File: config.mk
export PLATFORM = sky130hd
export DESIGN_NAME = wfsum_ctrl
export DESIGN_NICKNAME = d
export VERILOG_FILES = /design/src/hw/rtl/wfsum_pkg.sv /design/src/hw/rtl/wfsum_ctrl.sv
export SDC_FILE = /design/constraint.sdc
export NUM_CORES = 1
export LEC_CHECK = 0
export ABC_CLOCK_PERIOD_IN_PS = 2580
export BUFFER_PORTS_ARGS = -buffer_cell sky130_fd_sc_hd__buf_2
export CAP_MARGIN = 15
export CORE_AREA = 2 2 39 41
export DETAILED_ROUTE_END_ITERATION = 8
export DIE_AREA = 0 0 41 43
export MAX_ROUTING_LAYER = met4
export PLACE_DENSITY = 0.49
export SYNTH_ARGS = -nofsm -noshare
export SYNTH_HDL_FRONTEND = slang
export SYNTH_SLANG_ARGS = --single-unit
File: constraint.sdc
create_clock -name aclk -period 2.58 [get_ports aclk]
set_clock_uncertainty 0.1 [all_clocks]
set_input_delay 0.387 -clock aclk [delete_from_list [all_inputs] [get_ports aclk]]
set_output_delay 0.387 -clock aclk [all_outputs]
set_load 0.005 [all_outputs]
File: src/hw/rtl/wfsum_pkg.sv
// Shared constants, codes and control types for the frame statistics block.
package wfsum_pkg;

    localparam int AP_SLOTS     = 64;
    localparam int CLIENT_SLOTS = 128;

    localparam int ADDR_W     = 48;
    localparam int CNT_W      = 32;
    localparam int SIG_W      = 8;
    localparam int CHAN_W     = 8;
    localparam int CLASS_W    = 2;
    localparam int KIND_W     = 3;
    localparam int AP_SEEN_W  = 7;
    localparam int CLI_SEEN_W = 8;

    localparam int AP_FILL_W  = $clog2(AP_SLOTS + 1);
    localparam int CLI_FILL_W = $clog2(CLIENT_SLOTS + 1);
    localparam int AP_ADDR_W  = (AP_SLOTS > 1) ? $clog2(AP_SLOTS) : 1;
    localparam int CLI_ADDR_W = (CLIENT_SLOTS > 1) ? $clog2(CLIENT_SLOTS) : 1;
    localparam int IDX_W      = (AP_FILL_W > CLI_FILL_W) ? AP_FILL_W : CLI_FILL_W;

    localparam logic [CLASS_W-1:0] CLS_FRAME = 2'd0;
    localparam logic [CLASS_W-1:0] CLS_EAPOL = 2'd1;

    localparam logic [KIND_W-1:0] KIND_MGMT  = 3'd0;
    localparam logic [KIND_W-1:0] KIND_CTRL  = 3'd1;
    localparam logic [KIND_W-1:0] KIND_DATA  = 3'd2;
    localparam logic [KIND_W-1:0] KIND_EAPOL = 3'd3;

    typedef enum logic [2:0] {
        ST_IDLE,
        ST_AP,
        ST_CLI_SRC,
        ST_CLI_DST,
        ST_DONE
    } state_t;

    typedef struct packed {
        logic accept;
        logic search;
        logic use_ap;
        logic key_dst;
        logic snap;
    } cmd_t;

    typedef struct packed {
        logic go_ap;
        logic go_cli;
        logic search_done;
        logic out_free;
    } stat_t;

endpackage

File: src/hw/rtl/wfsum_ctrl.sv
// Sequencing state machine: accept, table searches, result hand-off.
module wfsum_ctrl import wfsum_pkg::*; (
    input  logic   aclk,
    input  logic   aresetn,
    input  logic   s_valid,
    output logic   s_ready,
    input  stat_t  stat,
    output cmd_t   cmd
);

    state_t state_reg;
    state_t state_next;

    always_ff @(posedge aclk) begin
        if (!aresetn) begin
            state_reg <= ST_IDLE;
        end else begin
            state_reg <= state_next;
        end
    end

    always_comb begin
        state_next = state_reg;
        case (state_reg)
            ST_IDLE: begin
                if (s_valid) begin
                    if (stat.go_ap) begin
                        state_next = ST_AP;
                    end else if (stat.go_cli) begin
                        state_next = ST_CLI_SRC;
                    end else begin
                        state_next = ST_DONE;
                    end
                end
            end
            ST_AP: begin
                if (stat.search_done) begin
                    state_next = ST_DONE;
                end
            end
            ST_CLI_SRC: begin
                if (stat.search_done) begin
                    state_next = ST_CLI_DST;
                end
            end
            ST_CLI_DST: begin
                if (stat.search_done) begin
                    state_next = ST_DONE;
                end
            end
            ST_DONE: begin
                if (stat.out_free) begin
                    state_next = ST_IDLE;
                end
            end
            default: begin
                state_next = ST_IDLE;
            end
        endcase
    end

    always_comb begin
        s_ready = 1'b0;
        cmd     = '0;
        case (state_reg)
            ST_IDLE: begin
                s_ready    = 1'b1;
                cmd.accept = s_valid;
            end
            ST_AP: begin
                cmd.search = 1'b1;
                cmd.use_ap = 1'b1;
            end
            ST_CLI_SRC: begin
                cmd.search = 1'b1;
            end
            ST_CLI_DST: begin
                cmd.search  = 1'b1;
                cmd.key_dst = 1'b1;
            end
            ST_DONE: begin
                cmd.snap = stat.out_free;
            end
            default: begin
                cmd = '0;
            end
        endcase
    end

endmodule

Word level (Yosys, flattened, before mapping)
Cells that the tools add are included.
W data, S select, Z words.
{ "word_totals": {"register_bits": 3, "input_bits": 7, "wordCells": 26} }
{ "classes": {"n_eq_ne": 8, "muxes": 13, "reduce_logical": 4} }
{ "op_table": {"columns": ["op", "count"], "rows": [
  ["$mux W3", 6],
  ["$pmux W3 S4", 1],
  ["$eq A3 B2 Y1 const B", 2],
  ["$mux W1", 6],
  ["$ne A2 B2 Y1 const B", 3],
  ["$reduce_and A4 Y1", 1],
  ["$eq A3 B1 Y1 const B", 1],
  ["$eq A3 B3 Y1 const B", 1],
  ["$logic_not A3 Y1", 1],
  ["$reduce_or A3 Y1", 1],
  ["$ne A2 B1 Y1 const B", 1],
  ["$reduce_or A2 Y1", 1]
]} }

Depth between registers and ports, before layout
{ "depth": {"word_depth": 4, "mapped_depth": 5, "depth_no_buf": 4} }

Worst setup path before layout
OpenSTA, ideal clock, no wires.
{ "synth_path": {"path_type": "register -> register", "startpoint": "register state_reg[0]", "endpoint": "register state_reg[1]", "setup_time_ps": 115, "t_arrival_ps": 1176, "required_time_ps": 2365, "slack_ps": 1188, "stages_incl_launch_ff": 6, "period_less_slack_ps": 1392, "cell_sequence": "dfxtp_1 > buf_6 > nor4b_4 > a211oi_4 > a31o_1 > and3_1"} }
{ "synth_between": {"elab_chain_len": 4, "word_cells_on_any_way": 12} }
{ "synth_rtl": {"columns": ["item", "line", "rtl"], "rows": [
  ["from (decl)", "wfsum_ctrl.sv:11", "state_t state_reg;"],
  ["from (signal assigned)", "wfsum_ctrl.sv:18", "state_reg <= state_next;"],
  ["$eq A3 B2 Y1 or $eq A3 B1 Y1 (tied branches)", "wfsum_ctrl.sv:24", "case (state_reg)"],
  ["$reduce_or A2 Y1 (no source line)", null, null],
  ["$ne A2 B1 Y1 (no source line)", null, null],
  ["$reduce_and A4 Y1 (no source line)", null, null]
]} }
Parallel ways exist; a longest one is shown, timed or not.
A chain may end at the register's enable or synchronous reset.

==> reports/results.tsv <==
stage	metric	value	unit
worst_setup_path	CP max stage cell	dfxtp_1	
min_path	Worst Hold End	state_reg[2]	
final_layout	post-layout util	0.257	
route	antenna viol nets, final	0	
final_layout	Final Instance Count excl. Fillers	60	
placement	post-DP HPWL	437	um
route	met3 wire len	49	um
grt	vias in the first global route	211	
pwr	Sw Ratio	0.404	
final_layout	max FFs per register	3	
worst_setup_path	CP Cell Sequence	nor2_1, and3_1, buf_2	
floorplan	die span in x	41	um
floorplan	CORE AREA	1380	um^2
worst_setup_path	CP arrival	1240	ps
worst_setup_path	crit path kind	reg -> out	
worst_setup_path	Worst setup EP type	primary output	
clocking	CTS resizes	0	
placement	Inst Count DP	56	
placement	routability cong.	0.748	
min_path	worst hold path startpoint	aresetn	
final_layout	Final nets	52	
floorplan	Initial Utilization	0.204	
clocking	H-tree depth	1	
route	Avg WL per Cell	9.60	um
route	1st-iter DRT viols	7	
floorplan	site row count	14	
grt	largest net degree at the start of global routing	12	
route	top routing layer used	met4	
clocking	root buffer cell	clkbuf_4	
sta	Slew headroom	0.704	
sta	Finish-stage setup viols	0	
route	met2 wire length	266	um
clocking	CTS Hold Bufs	0	
sta	unrepaired setup endpoints after global routing	no	
sta	Final Hold Fails	0	
route	M1 WL	247	um
worst_setup_path	CP max stage delay	580	ps
floorplan	IO Pins	13	
clocking	CTS clock-pin slew for the worst setup and hold paths	40	ps
worst_setup_path	crit-path max FO	11	
worst_setup_path	R2R Setup Slk	1010	ps
clocking	total CTS buffers	3	
clocking	insertion delay to the later sink of the worst-skew pair	230	ps
sta	Slew Limit Fails	0	
pwr	Net Sw Power	154	uW
synth	Post-Syn Nets	38	
worst_setup_path	CP required	2090	ps
synth	Post-Syn Instances	31	
final_layout	layout cells sized above 1	0.432	
job	max_cap viols	0	
floorplan	Die Y	43	um
synth	Yosys reg bits	3	
pwr	Lkg Pwr	0.000164	uW
grt	number of antenna violations at the first check in global routing	0	
worst_setup_path	Crit path buffers/inverters	1	
pwr	part of the power in registers	0.302	
route	first-pass detailed-route iteration total	4	
route	DRT Wirelength	576	um
synth	Avg Cell Area, Syn	9.12	um^2
synth	Mapped Area	283	um^2
clocking	post-CTS setup buffer count	0	
pwr	PwrDens	1070	nW/um^2
worst_setup_path	CP Depth	3	
final_layout	most frequent cells in the layout	12 x buf_2, 5 x nor2_1, 3 x and3_1, 3 x clkbuf_4, 3 x dfxtp_1	
clocking	CTS Buffer Depth	2	
pwr	power consumption	382	uW
sta	measured slew at the worst slew-check pin	444	ps
final_layout	diodes inserted	0	
clocking	CTS Sinks	3	
floorplan	die footprint	1760	um^2
pwr	worst vdd ir	0.000303	V
min_path	Worst Hold Class	in -> reg	
sta	Max Clock Freq	580	MHz
sta	post-route minimum period	1720	ps
worst_setup_path	RR Startpoint	state_reg[2]	
worst_setup_path	cell family with most CP delay	flip-flops	
final_layout	Area Growth Syn to Fin	25.7	%
pwr	Comb power frac	0.486	
pwr	clock share of power	0.211	
route	DRC	0	
final_layout	commonest non-fill, non-tap cell in the layout	buf_2	
sta	Tcrit/Tclk final	0.668	
worst_setup_path	CP startpoint kind	register	
grt	grt ovf	0	
route	post-DR vias/cell	4.35	
clocking	CTS tree	done	
synth	synth warn	0	
placement	I/O Buffers	12	
synth	post-synthesis sequential area ratio	0.212	
final_layout	Layout fillers	156	
sta	post-route setup TNS	0	ps
route	vias post-DR	261	
min_path	WHS Path Cells	2	
grt	first-pass GRT wire length	890	um
pwr	Internal Power	228	uW
synth	Netlist cell types	19	
worst_setup_path	Reg2Reg Depth	4	
grt	Tot GR Track Use	0.0810	
status	status	finished clean	
worst_setup_path	RR Endpoint	state_reg[1]	
==> area by class of cell <==
class | count | area (um^2) | area share
well taps | 16 | 20.0 | 0.0563
repair buffers | 12 | 60.1 | 0.169
inverters | 1 | 3.75 | 0.0106
clock buffers | 4 | 26.3 | 0.0739
multi-input cells | 24 | 185 | 0.521
flip-flops and latches | 3 | 60.1 | 0.169
==> cells in the mapped netlist <==
| library cell | n | area, um^2 |
|---|---|---|
| nor4_4 | 1 | 21.3 |
| a21oi_1 | 1 | 5.00 |
| nor3_1 | 2 | 10.0 |
| nor2_1 | 5 | 18.8 |
| nor4b_4 | 1 | 23.8 |
| a211oi_4 | 1 | 20.0 |
| or2_4 | 1 | 8.76 |
| o21ai_1 | 2 | 10.0 |
| and3b_1 | 1 | 8.76 |
| a31o_1 | 1 | 8.76 |
| and2_1 | 1 | 6.26 |
| nor3b_1 | 1 | 7.51 |
| buf_6 | 3 | 33.8 |
| o2111ai_1 | 1 | 8.76 |
| o21ai_0 | 1 | 5.00 |
| nand2_1 | 1 | 3.75 |
| dfxtp_1 | 3 | 60.1 |
| inv_1 | 1 | 3.75 |
| and3_1 | 3 | 18.8 |
==> power groups by stage <==
| stage | registers [uW] | clock network [uW] | logic [uW] |
|---|---|---|---|
| finish | 115 | 80.8 | 186 |
| floorplan | 71.3 | 0 | 206 |
| CTS | 116 | 85.4 | 189 |
| detailed placement | 117 | 0 | 188 |
| global placement | 118 | 0 | 188 |
| global route | 120 | 88.3 | 213 |
==> how the worst max path moves through the flow <==
stage | from | slack (ps) | to
after floorplan | state_reg[0] | 1190 | state_reg[1]
after CTS | state_reg[0] | 830 | cmd[0]
final | state_reg[0] | 860 | cmd[0]
after detailed placement | state_reg[0] | 1010 | state_reg[1]
after global routing | state_reg[0] | 790 | cmd[0]
after global placement | state_reg[0] | 1020 | state_reg[1]
==> metal layers <==
layer	track usage	vias up
li1	-	135
met1	0.0955	111
met2	0.0969	13
met3	0.0157	2
met4	0.100	0
met5	-	-
==> metrics by stage <==
stage / area [um^2] / hold WS [ps] / setup WS (ps)
final: 355 / 329 / 856
after global placement: 329 / 565 / 1020
after CTS: 355 / 321 / 827
after global routing: 355 / 332 / 790
after floorplan: 283 / 426 / 1190
after detailed placement: 329 / 556 / 1010
==> cell families after synthesis <==
logic type             Yosys count  share of synthesized area
and+or+nand+nor                 17                      0.451
AOI/OAI and AO/OA                7                      0.204
buffers and inverters            4                      0.133
DFF                              3                      0.212
No activity file was read; power rests on OpenSTA's default activity.
